### src/rtl/core/psrs_pkg.sv
`timescale 1ns / 1ps
`default_nettype none

package psrs_pkg;

	// Store geometry.
	localparam int MAX_POINTS = 1024;
	localparam int IDX_W      = $clog2(MAX_POINTS);
	localparam int CNT_W      = IDX_W + 1;

	// Coordinate and distance arithmetic.
	localparam int COORD_W  = 16;
	localparam int ABS_W    = COORD_W + 1;
	localparam int SQ_W     = 2 * ABS_W;
	localparam int DIST_W   = SQ_W + 2;
	localparam int RAD_W    = 15;
	localparam int R2_W     = 2 * RAD_W;
	localparam int ACT_W    = 3;
	localparam int PT_W     = 3 * COORD_W;
	localparam logic [ABS_W-1:0] DIFF_CAP = ABS_W'(65536);

	typedef enum logic [ACT_W-1:0] {
		ACT_APPEND  = 3'd0,
		ACT_CLEAR   = 3'd1,
		ACT_NEAREST = 3'd2,
		ACT_COUNT   = 3'd3,
		ACT_REMOVE  = 3'd4
	} act_t;

	typedef enum logic [2:0] {
		ST_IDLE,
		ST_EXEC,
		ST_SCAN,
		ST_DRAIN,
		ST_DONE
	} state_t;

	typedef struct packed {
		logic signed [COORD_W-1:0] x;
		logic signed [COORD_W-1:0] y;
		logic signed [COORD_W-1:0] z;
	} point_t;

	// Commands from the controller to the datapath.
	typedef struct packed {
		logic load;
		logic exec;
		logic issue;
		logic commit;
		logic out_load;
	} cmd_t;

	// Status from the datapath back to the controller.
	typedef struct packed {
		logic is_search;
		logic scan_more;
		logic pipe_empty;
		logic out_free;
	} sts_t;

endpackage

`default_nettype wire

### src/rtl/core/psrs_ctrl.sv
`timescale 1ns / 1ps
`default_nettype none

module psrs_ctrl import psrs_pkg::*; (
	input  wire logic clk,
	input  wire logic arst_n,
	input  wire logic in_valid,
	output logic      in_stall,
	output cmd_t      cmd,
	input  sts_t      sts
);

	state_t state_q;
	state_t state_d;

	always_ff @(posedge clk or negedge arst_n) begin
		if (!arst_n) begin
			state_q <= ST_IDLE;
		end else begin
			state_q <= state_d;
		end
	end

	always_comb begin
		state_d = state_q;
		unique case (state_q)
			ST_IDLE: begin
				if (in_valid) state_d = ST_EXEC;
			end
			ST_EXEC: begin
				state_d = sts.is_search ? ST_SCAN : ST_DONE;
			end
			ST_SCAN: begin
				if (!sts.scan_more) state_d = ST_DRAIN;
			end
			ST_DRAIN: begin
				if (sts.pipe_empty) state_d = ST_DONE;
			end
			ST_DONE: begin
				if (sts.out_free) state_d = ST_IDLE;
			end
			default: begin
				state_d = ST_IDLE;
			end
		endcase
	end

	always_comb begin
		cmd      = '0;
		in_stall = 1'b1;
		unique case (state_q)
			ST_IDLE: begin
				in_stall = 1'b0;
				cmd.load = in_valid;
			end
			ST_EXEC: begin
				cmd.exec = !sts.is_search;
			end
			ST_SCAN: begin
				cmd.issue = sts.scan_more;
			end
			ST_DRAIN: begin
				cmd.commit = sts.pipe_empty;
			end
			ST_DONE: begin
				cmd.out_load = sts.out_free;
			end
			default: begin
				cmd = '0;
			end
		endcase
	end

endmodule

`default_nettype wire

### config.mk
export PLATFORM = sky130hd
export DESIGN_NAME = psrs_ctrl
export DESIGN_NICKNAME = d
export VERILOG_FILES = /design/src/rtl/core/psrs_pkg.sv /design/src/rtl/core/psrs_ctrl.sv
export SDC_FILE = /design/constraint.sdc
export NUM_CORES = 1
export LEC_CHECK = 0
export BUFFER_PORTS_ARGS = -buffer_cell sky130_fd_sc_hd__buf_2
export CAP_MARGIN = 40
export CORE_AREA = 2 2 39 41
export DETAILED_ROUTE_END_ITERATION = 8
export DIE_AREA = 0 0 41 43
export GPL_TIMING_DRIVEN = 0
export PLACE_DENSITY = 0.41
export SYNTH_ARGS = -nofsm -noshare
export SYNTH_HDL_FRONTEND = slang
export SYNTH_SLANG_ARGS = --single-unit
### constraint.sdc
create_clock -name clk -period 2.3 [get_ports clk]
set_clock_uncertainty 0.15 [all_clocks]
set_input_delay 0.46 -clock clk [delete_from_list [all_inputs] [get_ports clk]]
set_output_delay 0.46 -clock clk [all_outputs]
set_load 0.02 [all_outputs]
==> flow_summary.yaml, run 1 <==
sta:
  whs_ns: 0.3136
  relSlewSlack: 0.7975
  fmax_ghz: 0.5043
  fin_crit_ns: 1.983
  finalHoldViolations: 0
  fin_tns_setup_ns: 0
  finalWorstSetupSlack_ns: 0.3170
  finalSetupViolCount: 0
  rsz0062_at_grt: "false"
  post-route-period-util: 0.8622
  drv_slew: 0
  worst_pin_slew_ns: 0.2995
setup_path:
  critPathLaunchType: "flop"
  end_kind: "output port"
  endpoint: "cmd[4]"
  crit_required_ns: 1.69
  setup.worst_path.start: "state_q[1]$_DFFE_PN0P_"
  cp.arrival_ns: 1.37
  worstSetupPathType: "flop to output port"
  reg2reg_slack_ns: 0.92
  cp_max_fo: 9
  r2r_cells: 3
  r2r-start: "state_q[0]$_DFFE_PN0P_"
  rr_endpoint: "state_q[2]$_DFFE_PN0P_"
power_and_ir_drop:
  power_density_nw_per_um2: 1282
  fin_total_pwr_uw: 404.2
  peakVddDrop_mv: 0.3169
  p_leak_uw: 0.0001640
logic_synthesis:
  synth_area_um2: 198.9
  ys_warn_count: 0
  synth_cells: 21
  syn_avg_cell_area_um2: 9.473
  synth_nets: 28
  synth_cell_types: 16
  synth-seq-cells: 3
  ys_seq_area_frac: 0.3774
finish:
  postLayoutCellArea_um2: 315.3
  layout-drive-gt1-share: 0.4737
  nNetsFinal: 46
  n_antenna_cell: 0
  largest_reg_flops: 3
  reg.largest.list: "state_q x3"
  regMostFlops: "state_q"
  area_growth_syn_to_layout_pct: 58.49
placement:
  gp_congestion: 0.5890
  pre_cts_slack_ns: 0.5703
  placed_cell_area_um2: 279.0
  port_buffers: 12
clock_network:
  htreeDepth: 1
  cts_sinks: 3
  cts_buffers: 3
  post_cts_resized: 0
  hold_buffers: 1
  max-clock-path-buffers: 2
  postCtsSetupRepairBufs: 0
  root_buffer: "clkbuf_4"
  clock_latency_ns: 0.24
  clk_pin_slew_worst_paths_ns: 0.04
  cts_tree: "yes"
floorplanning:
  dieWidth_um: 41
  fp.coreArea_um2: 1384
  io_pins: 13
  rows: 14
  die_y_um: 43
  initial_utilization: 0.1438
  dieArea_um2: 1763
global_routing:
  grt_max_degree: 10
  grt_overflow: 0
  antenna_found_initial: 0
  grt_pass1_vias: 197
  grt_pass1_wl_um: 828
  grt_use_total: 0.07940
drt:
  vias: 218
  ant_nets: 0
  finalWirelength_um: 537
  wl_per_cell_um: 9.944
  drt_iter0_markers: 3
  firstDrtPassIters: 2
  via_per_inst: 4.037
  drc: 0
run_status:
  status: "finished clean"
run:
  drv_cap: 0
min_path:
  worst_hold_path_type: "input pin to flop"
cell type report:
type                       instances  area [um^2]
sequential                         3        75.07
buffer                             2        10.01
fill                             157         1069
timing repair buffer              13        70.07
inverter                           2        7.507
tap                               16        20.02
multi-input combinational         14        106.4
clock buffer                       4        26.28
worst min-delay path by stage:
stage,startpoint,slack (ns),end,cells after the start
final,in_valid,0.31,state_q[0]$_DFFE_PN0P_,2
after global routing,in_valid,0.31,state_q[0]$_DFFE_PN0P_,2
after global placement,arst_n,0.11,state_q[0]$_DFFE_PN0P_,1
after CTS,in_valid,0.32,state_q[0]$_DFFE_PN0P_,2
after floorplan,arst_n,0.01,state_q[0]$_DFFE_PN0P_,0
after detailed placement,arst_n,0.11,state_q[0]$_DFFE_PN0P_,1
cells by family after synthesis:
logic type | after synthesis | share of synthesized area
multiplexers | 1 | 0.05032
buffers and inverters | 4 | 0.08802
AO/OA/AOI/OAI | 3 | 0.1258
AND/OR/NAND/NOR | 10 | 0.3585
flip-flops | 3 | 0.3773
cells in the mapped netlist:
| library cell | number | area [um^2] |
|---|---|---|
| nand2_1 | 1 | 3.750 |
| or3_1 | 1 | 6.260 |
| inv_1 | 2 | 7.510 |
| nor4b_1 | 2 | 17.52 |
| and4b_1 | 1 | 10.01 |
| a32o_1 | 1 | 10.01 |
| dfrtp_1 | 3 | 75.07 |
| and2_1 | 1 | 6.260 |
| mux2i_1 | 1 | 10.01 |
| nor4bb_1 | 1 | 10.01 |
| nor3_1 | 2 | 10.01 |
| a21oi_1 | 1 | 5.000 |
| clkbuf_2 | 1 | 5.000 |
| buf_2 | 1 | 5.000 |
| a21bo_2 | 1 | 10.01 |
| nand3b_1 | 1 | 7.510 |
power breakdown:
part	total, uW	switching [uW]	internal [uW]	leakage [uW]
clock network	94.3	29.2	65.1	0.0000150
registers	96.0	19.7	76.3	0.0000388
logic	214	123	90.7	0.000110
routing by layer:
metal	vias up	track usage	share of wire	wire, um
li1	111	-	-	-
met5	-	0	0	0
met4	0	0.06000	0	0
met1	93	0.07742	0.48	260
met2	14	0.09688	0.37	198
met3	0	0.07853	0.15	78
metrics by stage:
stage	cells	utilization
floorplan	21	-
detailed placement	49	0.2016
global placement	49	0.2016
global route	54	0.2278
finish	54	0.2278
CTS	54	0.2278
cell usage in the layout (no fill, tap or decap):
| cell | netlist | final |
|---|---|---|
| clkbuf_1 | 0 | 1 |
| nor4b_1 | 2 | 2 |
| nor3_1 | 2 | 2 |
| a32o_1 | 1 | 1 |
| or3_1 | 1 | 1 |
| a21bo_2 | 1 | 1 |
| nor4bb_1 | 1 | 1 |
| and4b_1 | 1 | 1 |
| and2_1 | 1 | 1 |
| a21oi_1 | 1 | 1 |
| nand2_1 | 1 | 1 |
| inv_1 | 2 | 2 |
| clkbuf_2 | 1 | 1 |
| clkbuf_4 | 0 | 3 |
| dlygate4sd3_1 | 0 | 1 |
| mux2i_1 | 1 | 1 |
| buf_2 | 1 | 13 |
| nand3b_1 | 1 | 1 |
| dfrtp_1 | 3 | 3 |
critical path, stage by stage, from the launching register on:
cell and delay [ns]:
dfrtp_1 0.34, clkbuf_2 0.16, nor3_1 0.31, and2_1 0.17, buf_2 0.15
Power figures use the tool's default switching activity.
==> run 2: changes to the inputs <==
BUFFER_PORTS_ARGS = unset   (was -buffer_cell sky130_fd_sc_hd__buf_2)
DONT_BUFFER_PORTS = 1   (was unset)
PLACE_DENSITY = 0.32   (was 0.41)
==> run 2 against run 1 <==
Net effect: hold slack worse by 0.087 ns; highest routed layer unchanged; count of clock-buffer cells in the layout did not move; power fell by 9.0%.
==> flow_summary.yaml, run 2 (synthesized netlist as in run 1, its figures left out) <==
clock_network:
  cts_tree: "yes"
  clk_pin_slew_worst_paths_ns: 0.03
  root_buffer: "clkbuf_4"
  post_cts_resized: 0
  clock_latency_ns: 0.23
  cts_buffers: 3
  max-clock-path-buffers: 2
  cts_sinks: 3
  htreeDepth: 1
finish:
  layout-drive-gt1-share: 0.2593
  nNetsFinal: 35
  n_antenna_cell: 0
  fillers: 165
  layout_common_cells: "clkbuf_4 (3), dfrtp_1 (3)"
  ff_latch_area_um2: 75.07
  area_growth_syn_to_layout_pct: 30.82
  multi_input_area_um2: 106.4
  regMostFlops: "state_q"
  largest_reg_flops: 3
  reg.largest.list: "state_q x3"
floorplanning:
  rows: 14
  fp.coreArea_um2: 1384
  io_pins: 13
  dieWidth_um: 41
  dieArea_um2: 1763
  initial_utilization: 0.1438
  die_y_um: 43
drt:
  ant_nets: 0
  drc: 0
  via_per_inst: 4.256
  drt_iter0_markers: 1
  wl_per_cell_um: 10.93
  finalWirelength_um: 470
  vias: 183
  firstDrtPassIters: 2
global_routing:
  antenna_found_initial: 0
  grt_overflow: 0
  grt_pass1_wl_um: 765
  grt_max_degree: 10
  grt_pass1_vias: 197
  grt_use_total: 0.07129
sta:
  drv_slew: 0
  finalSetupViolCount: 0
  worst_pin_slew_ns: 0.8802
  rsz0062_at_grt: "false"
  finalHoldViolations: 0
  post-route-period-util: 0.9248
  finalWorstSetupSlack_ns: 0.1729
  relSlewSlack: 0.4052
  fin_crit_ns: 2.127
  fin_tns_setup_ns: 0
  fmax_ghz: 0.4701
  whs_ns: 0.2262
power_and_ir_drop:
  p_leak_uw: 0.0001155
  fin_total_pwr_uw: 367.8
  power_density_nw_per_um2: 1413
  peakVddDrop_mv: 0.3380
setup_path:
  end_kind: "output port"
  crit_required_ns: 1.69
  r2r-start: "state_q[0]$_DFFE_PN0P_"
  setup.worst_path.start: "state_q[0]$_DFFE_PN0P_"
  reg2reg_slack_ns: 0.84
  endpoint: "cmd[2]"
  r2r_cells: 3
  cp_max_fo: 9
  rr_endpoint: "state_q[2]$_DFFE_PN0P_"
  cp.arrival_ns: 1.52
  critPathLaunchType: "flop"
  worstSetupPathType: "flop to output port"
run_status:
  status: "finished clean"
run:
  drv_cap: 0
placement:
  pre_cts_slack_ns: 0.3958
  port_buffers: 0
  gp_congestion: 0.6104
min_path:
  worst_hold_path_type: "input pin to flop"
## run 2: worst min path at each step
stage | from | end | slack, ns | depth (start not counted)
floorplan | arst_n | state_q[0]$_DFFE_PN0P_ | 0.01 | 0
CTS | in_valid | state_q[0]$_DFFE_PN0P_ | 0.22 | 1
global route | in_valid | state_q[0]$_DFFE_PN0P_ | 0.21 | 1
global placement | arst_n | state_q[0]$_DFFE_PN0P_ | 0.01 | 0
detailed placement | arst_n | state_q[0]$_DFFE_PN0P_ | 0.01 | 0
finish | in_valid | state_q[0]$_DFFE_PN0P_ | 0.23 | 1
## run 2: layer usage
metal | share of wire | track usage | vias to the layer above
met3 | 0.096 | 0.05236 | 0
met5 | 0 | 0 | -
li1 | - | - | 90
met1 | 0.46 | 0.07395 | 84
met4 | 0 | 0.06000 | 0
met2 | 0.44 | 0.09063 | 9
## run 2: where the power goes
| group | switching [uW] | total [uW] | leakage, uW | internal, uW |
|---|---|---|---|---|
| registers | 19.6 | 96.0 | 0.0000388 | 76.4 |
| logic | 115 | 183 | 0.0000617 | 68.0 |
| clock network | 24.3 | 89.2 | 0.0000150 | 64.8 |
## run 2: final cells by class
type                    count  share of cell area
inverters                   2             0.02885
multi-input cells          14              0.4087
flip-flops and latches      3              0.2885
repair buffers              2             0.05769
plain buffers               2             0.03846
clock buffers               4              0.1010
well taps                  16             0.07692
## run 2: stage by stage
stage	area [um^2]	utilization	std cells
2_1_floorplan	198.9	-	21
3_3_place_gp	219.0	0.1582	37
3_5_place_dp	224.0	0.1618	38
4_1_cts	260.3	0.1881	43
5_1_grt	260.3	0.1881	43
6_report	260.3	0.1881	43
## run 2: repair_timing
| item | 4_1_cts | 5_1_grt |
|---|---|---|
| hold endpoints to repair | 3 | 0 |
| setup buffers | 0 | 0 |
| hold buffers | 1 | 0 |
## run 2: worst max-delay path, stage by stage (launching register included)
cell,delay (ns)
dfrtp_1,0.34
buf_2,0.17
nor4bb_1,0.78
==> run 3: changes to the inputs <==
CTS_CLUSTER_SIZE = 30   (was unset)
PLACE_DENSITY = 0.33   (was 0.32)
clock period = 1.9 ns   (was 2.3 ns; I/O delays follow)
==> run 3 against run 2 <==
Net effect: routed wire length increased by 4.9%; highest routed layer is now met4; design area increased by 11%; critical endpoint is now cmd[3]; critical path depth increased by 1; power increased by 31%; setup slack got worse by 0.097 ns; global-route usage increased by 1.2 points; core utilization increased by 2.1 points; sequential power increased by 28%; largest power group unchanged; non-clock buffer count increased by 1; cell count increased by 2.3%; die area unchanged; first-iteration DRC count increased to 3.0 times the previous value.
==> flow_summary.yaml, run 3 (synthesized netlist as in run 1, its figures left out) <==
finish:
  utilization: 0.2089
  layout_common_cells: "buf_2 (3), clkbuf_4 (3), dfrtp_1 (3)"
  reg.largest.list: "state_q x3"
  largest_reg_flops: 3
  postLayoutCellArea_um2: 289.0
  regMostFlops: "state_q"
  n_antenna_cell: 0
  nNetsFinal: 36
  layout.cells.non_filler: 44
  layout-drive-gt1-share: 0.4643
  area_growth_syn_to_layout_pct: 45.28
global_routing:
  grt_pass1_vias: 197
  grt-busiest-layer: "met2"
  grt_use_met3: 0.05759
  met1_usage: 0.08117
  grt_overflow: 0
  grt_pass1_wl_um: 883
  antenna_found_initial: 0
  grt_max_degree: 10
  grt_use_total: 0.08359
  use_met2: 0.1000
setup_path:
  r2r-start: "state_q[2]$_DFFE_PN0P_"
  r2r_cells: 2
  cp.arrival_ns: 1.29
  crit_required_ns: 1.37
  worstSetupPathType: "flop to output port"
  critPathLaunchType: "flop"
  setup.worst_path.start: "state_q[1]$_DFFE_PN0P_"
  cp_max_fo: 9
  reg2reg_slack_ns: 0.41
  end_kind: "output port"
  rr_endpoint: "state_q[2]$_DFFE_PN0P_"
  endpoint: "cmd[3]"
clock_network:
  clk_pin_slew_worst_paths_ns: 0.04
  cts_sinks: 3
  htreeDepth: 1
  max-clock-path-buffers: 2
  cts_buffers: 3
  clock_latency_ns: 0.23
  cts_tree: "yes"
  postCtsSetupRepairBufs: 0
  root_buffer: "clkbuf_4"
sta:
  post-route-period-util: 0.9603
  worst_pin_slew_ns: 0.3802
  fin_crit_ns: 1.825
  finalHoldViolations: 0
  whs_ns: 0.1393
  fmax_ghz: 0.5481
  relSlewSlack: 0.7451
  drv_slew: 0
  finalSetupViolCount: 0
  rsz0062_at_grt: "false"
drt:
  firstDrtPassIters: 2
  drc: 0
  via_per_inst: 4.341
  vias: 191
  drt_iter0_markers: 3
  finalWirelength_um: 493
  ant_nets: 0
  wl_per_cell_um: 11.20
min_path:
  worst_hold_path_type: "input pin to flop"
floorplanning:
  rows: 14
  die_y_um: 43
  io_pins: 13
  dieArea_um2: 1763
  fp.coreArea_um2: 1384
  initial_utilization: 0.1438
  dieWidth_um: 41
placement:
  place_inst: 39
  gp_congestion: 0.6302
  port_buffers: 0
  placed_cell_area_um2: 234.0
  dp_hpwl_um: 391.4
power_and_ir_drop:
  p_leak_uw: 0.0001272
  peakVddDrop_mv: 0.3508
  power_density_nw_per_um2: 1669
run:
  drv_cap: 0
run_status:
  status: "finished clean"
-- run 3: worst min path at each step --
stage,from,to,slack (ns),depth (start not counted)
final,in_valid,state_q[0]$_DFFE_PN0P_,0.14,1
after global placement,arst_n,state_q[0]$_DFFE_PN0P_,-0.07,0
after CTS,in_valid,state_q[0]$_DFFE_PN0P_,0.14,1
after global routing,in_valid,state_q[0]$_DFFE_PN0P_,0.13,1
after floorplan,arst_n,state_q[0]$_DFFE_PN0P_,-0.07,0
after detailed placement,arst_n,state_q[2]$_DFFE_PN0P_,-0.07,0
-- run 3: critical path, stage by stage, from the launching register on --
cell,delay (ns)
dfrtp_1,0.34
clkbuf_2,0.18
nor4b_2,0.33
buf_2,0.21
-- run 3: layout make-up --
type	count	area [um^2]
sequential	3	75.07
tap	16	20.02
buffer	2	10.01
timing repair buffer	3	20.02
fill	150	1095
clock buffer	4	26.28
inverter	2	7.507
multi-input combinational	14	130.1
-- run 3: where the power goes --
| part | total, uW | switching (uW) | internal [uW] |
|---|---|---|---|
| clock network | 113 | 33.9 | 78.8 |
| logic | 247 | 148 | 99.0 |
| registers | 123 | 30.8 | 92.2 |
-- run 3: metrics by stage --
stage / total power [uW] / setup TNS, ns / setup slack [ns]
6_report: 482.3 / 0 / 0.07546
5_1_grt: 528.0 / 0 / 0.002808
4_1_cts: 479.0 / 0 / 0.04962
3_5_place_dp: 346.2 / 0 / 0.2330
3_3_place_gp: 328.0 / -0.04170 / -0.04170
2_1_floorplan: 300.9 / 0 / 0.04776
-- run 3: repair_timing --
item                                    in CTS  in global routing
hold endpoints to repair                     3                  0
endpoints found under the setup margin       2                  3
pin swaps                                    0                  0
hold buffers                                 1                  0
resized for setup                            2                  4
-- run 3: per-layer routing --
layer	wire [um]	up-vias	part of all wire
met5	0	-	0
met3	60	2	0.12
li1	-	93	-
met1	202	83	0.41
met2	211	13	0.43
met4	19	0	0.039
